## src/hw/rtl/depth_pixel_to_registered_point_top_defines.svh

```systemverilog
// Assertion helpers used by the top-level RTL file.
`ifndef DEPTH_PIXEL_TO_REGISTERED_POINT_TOP_DEFINES_SVH
`define DEPTH_PIXEL_TO_REGISTERED_POINT_TOP_DEFINES_SVH

// Same-cycle implication, disabled while reset is asserted.
`define DPRP_ASSERT_IMP(label, clk, rstn, a, b) \
	label: assert property (@(posedge clk) disable iff (!rstn) (a) |-> (b)) \
		else $error("dprp: assertion failed");

// Next-cycle implication, disabled while reset is asserted.
`define DPRP_ASSERT_NXT(label, clk, rstn, a, b) \
	label: assert property (@(posedge clk) disable iff (!rstn) (a) |=> (b)) \
		else $error("dprp: assertion failed");

`endif

```

## src/hw/rtl/dprp_div.sv

```systemverilog
`default_nettype none
// Pipelined unsigned restoring divider, one quotient bit per stage.
module dprp_div #(
	parameter int NW = 32,
	parameter int DW = 20
) (
	input  wire logic          clk,
	input  wire logic          en,
	input  wire logic [NW-1:0] num,
	input  wire logic [DW-1:0] den,
	output logic      [NW-1:0] quot
);
	logic [NW-1:0] num_s [NW+1];
	logic [NW-1:0] quo_s [NW+1];
	logic [DW-1:0] rem_s [NW+1];
	logic [DW-1:0] den_s [NW+1];

	// stage 0 is the incoming word
	always_comb begin
		num_s[0] = num;
		quo_s[0] = '0;
		rem_s[0] = '0;
		den_s[0] = den;
	end

	for (genvar k = 0; k < NW; k++) begin : g_stage
		logic [DW:0] trial;
		logic        fits;
		assign trial = {rem_s[k], num_s[k][NW-1]};
		assign fits  = trial >= {1'b0, den_s[k]};

		always_ff @(posedge clk) begin
			if (en) begin
				num_s[k+1] <= {num_s[k][NW-2:0], 1'b0};
				quo_s[k+1] <= {quo_s[k][NW-2:0], fits};
				den_s[k+1] <= den_s[k];
				if (fits) begin
					rem_s[k+1] <= DW'(trial - {1'b0, den_s[k]});
				end else begin
					rem_s[k+1] <= trial[DW-1:0];
				end
			end
		end
	end

	assign quot = quo_s[NW];
endmodule
`default_nettype wire
```

## config.mk

```make
export PLATFORM = sky130hd
export DESIGN_NAME = dprp_div
export DESIGN_NICKNAME = d
export VERILOG_FILES = /design/src/hw/rtl/depth_pixel_to_registered_point_top_defines.svh /design/src/hw/rtl/dprp_div.sv
export SDC_FILE = /design/constraint.sdc
export NUM_CORES = 2
export LEC_CHECK = 0
export BUFFER_PORTS_ARGS = -buffer_cell sky130_fd_sc_hd__buf_2
export CELL_PAD_IN_SITES_DETAIL_PLACEMENT = 1
export CELL_PAD_IN_SITES_GLOBAL_PLACEMENT = 1
export CORE_MARGIN = 3
export CORE_UTILIZATION = 53
export DETAILED_ROUTE_END_ITERATION = 12
export PLACE_DENSITY_LB_ADDON = 0.08
export SYNTH_ARGS = -nofsm -noshare
export SYNTH_HDL_FRONTEND = slang
export SYNTH_SLANG_ARGS = --single-unit
```

## constraint.sdc

```tcl
create_clock -name clk -period 4.25 [get_ports clk]
set_clock_uncertainty 0.2 [all_clocks]
set_input_delay 0.85 -clock clk [delete_from_list [all_inputs] [get_ports clk]]
set_output_delay 0.85 -clock clk [all_outputs]
set_load 0.1 [all_outputs]
```

* After elaboration in Yosys (flattened, before gate mapping)
Index checks and enable logic that the tools add are counted.
** Operators by class
- Add/sub/neg operators :: 31
- $lt $le $gt $ge :: 32
- Muxes and demuxes :: 31
** Operators with widths (count)
- 21-bit by 20-bit >= comparator with 1-bit output :: 31
- 20-bit 2-to-1 mux :: 30
- 20-bit subtractor :: 30
- 1-bit by 20-bit >= comparator with 1-bit output :: 1
- 1-bit by 20-bit subtractor with 20-bit output :: 1
- 1-bit 2-to-1 mux :: 1
** Storage, ports and cells
- Flip-flop bits (word level) :: 2264
- Output and inout port bits :: 32

* Depth between registers and ports, before layout
- Depth after elaboration :: 2
- Gate-level depth with buffers :: 14

* Worst setup path after synthesis
OpenSTA, ideal clock, no wires.
- Path type :: register -> register
- From :: register den_s[361] (netlist bit)
- To :: register rem_s, in the netlist g_stage[15].trial[9], data pin
- Setup time :: 0.260 ns
- Arrival :: 2.599 ns
- Required time :: 3.790 ns
- Path slack :: 1.191 ns
- Cell stages (with the launch flop) :: 12
- Buffers on the path :: 1
- Period minus slack after synthesis :: 3.059 ns
- Path through :: edfxtp_1 -> inv_1 -> ha_1 -> nor2b_1 -> o21bai_1 -> a31oi_1 -> o21ai_0 -> nor3_1 -> a211oi_1 -> a221o_1 -> buf_2 -> mux2_2
** Between the ends
- Longest elaborated chain between the ends :: 2
- Elaborated cells between the ends (all ways) :: 3
- Those cells by class :: 1 x add/sub; 1 x order compare; 1 x mux
** Ends and longest elaborated chain
- start: declaration :: RTL line dprp_div.sv:16 : logic [DW-1:0] den_s [NW+1];
- start signal: indexed assignment :: RTL line dprp_div.sv:36 : den_s[k+1] <= den_s[k];
- 20-bit subtractor / 21-bit by 20-bit >= comparator with 1-bit output (equally long branches) :: RTL line dprp_div.sv:38, dprp_div.sv:30
- 20-bit 2-to-1 mux * :: RTL line dprp_div.sv:37 : if (fits) begin
- end signal: indexed assignment :: RTL line dprp_div.sv:38 : rem_s[k+1] <= DW'(trial - {1'b0, den_s[k]});
- end signal: indexed assignment :: RTL line dprp_div.sv:40 : rem_s[k+1] <= trial[DW-1:0];
- end: declaration :: RTL line dprp_div.sv:15 : logic [DW-1:0] rem_s [NW+1];
Every way passes the cells marked *; elsewhere a longest branch is shown, timed or not.
A chain may end at the register's enable or synchronous reset.

* Worst setup path after layout
- From :: register den_s[361] (netlist bit)
- To :: register rem_s, in the netlist g_stage[15].trial[4], data pin
Same word-level chain as after synthesis.

==> insert_results.sql <==
INSERT INTO impl_metrics (metric_group, metric, value, unit) VALUES
('placement', 'placement.cell_area', '110000', 'sq um'),
('floorplanning', 'die_x', '454', 'um'),
('worst_setup_path', 'timing.reg2reg.setup_slack', '0.27', 'ns'),
('pwr', 'power.clock.fraction', '23.3', '%'),
('drt', 'dr_total_vias', '63700', ''),
('sta', 'rsz0062_at_grt', 'false', ''),
('worst_setup_path', 'crit_path_cell_trace', 'inv_1 > ha_1 > nor2b_1 > o21bai_1 > a31oi_1 > o21ai_0 > nor3_1 > a211oi_1 > a221o_1 > buf_4 > o21ai_0', ''),
('final_layout', 'post_route_cells_drive_above_1_share', '8.28', '%'),
('clocking', 'clockRootBuffer', 'clkbuf_16', ''),
('yosys', 'synth.area.top_cells', 'edfxtp_1 (64%), ha_1 (7.3%), inv_1 (2.8%)', ''),
('pwr', 'sequentialPowerShare', '38.7', '%'),
('floorplanning', 'die_y', '454', 'um'),
('clocking', 'clk_pin_slew_worst_paths', '0.06', 'ns'),
('yosys', 'synth.yosys.seq_area_share', '64.0', '%'),
('clocking', 'worstSkewPairLatency', '0.86', 'ns'),
('floorplanning', 'floorplan.core_area', '198000', 'sq um'),
('worst_setup_path', 'worst_setup_path_start_kind', 'register', ''),
('sta', 'timing.max_slew.rel_slack', '21.4', '%'),
('drt', 'detailedRoute.firstPassIterationCount', '5', ''),
('yosys', 'synth-async-reset-ratio', '0', '%'),
('yosys', 'postSynth.topFlopCell', 'edfxtp_1', ''),
('global_route', 'grt_pass1_wl', '372', 'mm'),
('final_layout', 'finalInstanceArea', '118000', 'sq um'),
('clocking', 'cts_inserted_buffers', '232', ''),
('yosys', 'post_synth_edffs', '2264', ''),
('pwr', 'cell_internal_pwr', '0.0567', 'W'),
('yosys', 'post-synth-top-area-cell', 'edfxtp_1', ''),
('sta', 'maxSlewViolCount', '0', ''),
('drt', 'wl_per_cell', '20.7', 'um'),
('worst_setup_path', 'slowest_delay', '0.59', 'ns'),
('yosys', 'synth-seq-cells', '2264', ''),
('sta', 'finalSetupTns', '0', 'ns'),
('pwr', 'power.switching_fraction', '35.3', '%'),
('pwr', 'power.static_leakage', '46.6', 'nW'),
('clocking', 'tritoncts', 'built', ''),
('floorplanning', 'initial_core_util', '53.6', '%'),
('final_layout', 'finalNetCount', '9143', ''),
('drt', 'drc_errors', '0', ''),
('placement', 'portBuffers', '85', ''),
('clocking', 'clock_tree.buffer_depth', '3', ''),
('worst_setup_path', 'critPathSlowestCell', 'a221o_1', ''),
('pwr', 'p_comb_share', '38.0', '%'),
('min_path', 'hold_path.class', 'input port to register', ''),
('yosys', 'cell_count_after_synthesis', '8177', ''),
('yosys', 'synth_warn', '0', ''),
('worst_setup_path', 'type_of_the_worst_setup_path', 'register to register', ''),
('clocking', 'cts.repair_timing.setup_buffer_count', '0', ''),
('global_route', 'grt_antenna_before_repair', '3', ''),
('worst_setup_path', 'worstPathMaxFanout', '24', ''),
('floorplanning', 'die_area', '206000', 'sq um'),
('final_layout', 'synthesis_to_finish_area_growth', '11.4', '%'),
('global_route', 'maximum_number_of_pins_on_one_net_before_global_route_repair', '135', ''),
('pwr', 'peakVddDrop', '0.476', 'mV'),
('sta', 'fmax', '251', 'MHz'),
('outcome', 'run_status', 'finished clean', ''),
('yosys', 'synth_cell_types', '81', ''),
('yosys', 'syn_area_per_cell', '13.0', 'sq um'),
('sta', 'finalCritPeriodShare', '93.6', '%'),
('drt', 'wl', '233', 'mm'),
('sta', 'setup_viol', '0', ''),
('drt', 'dr_vias_cell', '5.65', ''),
('drt', 'drt.antenna.violating_nets', '0', ''),
('floorplanning', 'design.portCount', '86', ''),
('global_route', 'gr-usage-all-layers', '22.6', '%'),
('yosys', 'syn-cell-area', '106000', 'sq um'),
('sta', 'shortest_clock_period_the_worst_path_allows_after_layout', '3.98', 'ns'),
('clocking', 'cts.sinks', '2264', ''),
('placement', 'gpl.final_weighted_congestion', '0.871', ''),
('pwr', 'power.density_cell_area', '740', 'nW/um^2'),
('yosys', 'synthDominantCellAreaShare', '64.0', '%'),
('yosys', 'syn_nets', '8883', '');
-- final cells by class --
cell class | instances | area (sq um)
Antenna cell | 2 | 5.00
Clock buffer | 264 | 5950
Clock inverter | 167 | 1740
Fill cell | 19500 | 79900
Inverter | 803 | 3010
Multi-Input combinational cell | 4908 | 34400
Sequential cell | 2264 | 68000
Tap cell | 2640 | 3300
Timing Repair Buffer | 228 | 1930
-- power groups by stage --
| stage | Sequential, W | Combinational, W | Clock [W] |
|---|---|---|---|
| 2_1_floorplan | 0.0328 | 0.0248 | 0 |
| 3_3_place_gp | 0.0343 | 0.0315 | 0 |
| 3_5_place_dp | 0.0344 | 0.0329 | 0 |
| 4_1_cts | 0.0340 | 0.0334 | 0.0210 |
| 5_1_grt | 0.0343 | 0.0374 | 0.0219 |
| 6_report | 0.0339 | 0.0333 | 0.0204 |
-- kinds of logic after synthesis --
group                    synth area share, %
XOR/XNOR                                3.70
multiplexers                            1.58
AND/OR/NAND/NOR                         7.67
flip-flops                              64.0
adder cells (fa/ha/maj)                 7.89
AO/OA/AOI/OAI                           11.4
buffers and inverters                   3.77
-- synthesized netlist by cell type (13+ instances only) --
library cell / count
edfxtp_1: 2264
inv_1: 803
ha_1: 622
nand2_1: 620
o21ai_0: 533
a21oi_1: 514
nor2_1: 416
a21o_1: 262
xnor2_1: 224
xor2_1: 224
mux2_2: 127
nand3_1: 110
nor3_1: 110
o21a_1: 102
nor2b_1: 101
clkbuf_1: 95
nand2b_1: 95
nand4_1: 72
buf_2: 62
and3_1: 61
a31oi_1: 60
a211oi_1: 54
o31ai_1: 53
o211ai_1: 51
o21bai_1: 41
buf_4: 35
fa_1: 30
a21boi_0: 27
a2111oi_0: 26
mux2i_1: 25
o31a_1: 23
nor4_1: 22
o21ai_1: 21
or3_1: 20
a311oi_1: 18
nand3b_1: 17
a211o_1: 16
a31o_2: 16
nand4b_1: 15
and4_1: 14
or2_2: 13
-- metrics by stage --
step | instances | hold WS (ns) | total power, W | utilization, % | setup WS [ns]
global route | 11300 | 0.127 | 0.0936 | 59.7 | 0.0385
floorplan | 8177 | 0.200 | 0.0575 | - | 1.19
global placement | 10800 | 0.200 | 0.0658 | 55.6 | 0.353
finish | 11300 | 0.162 | 0.0876 | 59.7 | 0.270
CTS | 11300 | 0.0872 | 0.0884 | 59.7 | 0.134
detailed placement | 10800 | 0.205 | 0.0673 | 55.6 | 0.180
-- per-layer routing --
layer / track usage (%) / routed length (um)
met1: 29.3 / 101000
met2: 40.3 / 119000
met3: 2.83 / 7200
met4: 5.86 / 5440
met5: 0 / 13
-- path summary, 6_finish.rpt --
| path | end | startpoint | depth (start not counted) |
|---|---|---|---|
| worst max-delay path | g_stage[15].trial[4]$_DFFE_PP_ | den_s[361]$_DFFE_PP_ | 11 |
| worst min-delay path | g_stage[1].trial[1]$_DFFE_PP_ | num[31] | 3 |
| worst max register to register | g_stage[15].trial[4]$_DFFE_PP_ | den_s[361]$_DFFE_PP_ | 11 |
| worst min register to register | quo_s[108]$_DFFE_PP_ | quo_s[139]$_DFFE_PP_ | 0 |
-- sequential cells by signal (all words and copies together), names as in the netlist --
signal / count
den_s: 620
quot: 32
num_s: 465
g_stage.trial: 651
quo_s: 496
-- placed cells by master, fill, tap and decap left out, types with 72 or more instances in the layout --
cell,instances
nor2b_1,101
ha_1,622
nand2_1,620
buf_2,84
a21oi_1,513
xnor2_1,224
inv_1,803
nor2_1,416
a21o_1,262
o21ai_0,533
nand3_1,110
nor3_1,110
clkbuf_16,233
edfxtp_1,2264
o21a_1,102
xor2_1,224
nand2b_1,95
nand4_1,72
mux2_2,127
-- timing repair --
action | in CTS | in global routing
hold buffers | 50 | 0
setup endpoints to repair | 0 | 3
endpoints found under the hold margin | 50 | 0
resized for setup | 0 | 1
-- critical path: cells and delay by family (launching register included) --
kind | cells | cell delay (ns)
AOI/OAI and AO/OA | 6 | 2.00
DFF | 1 | 0.44
buffers and inverters | 2 | 0.43
adders and majority gates | 1 | 0.31
and+or+nand+nor | 2 | 0.31
Note: power is estimated with default switching activity, not from simulation.
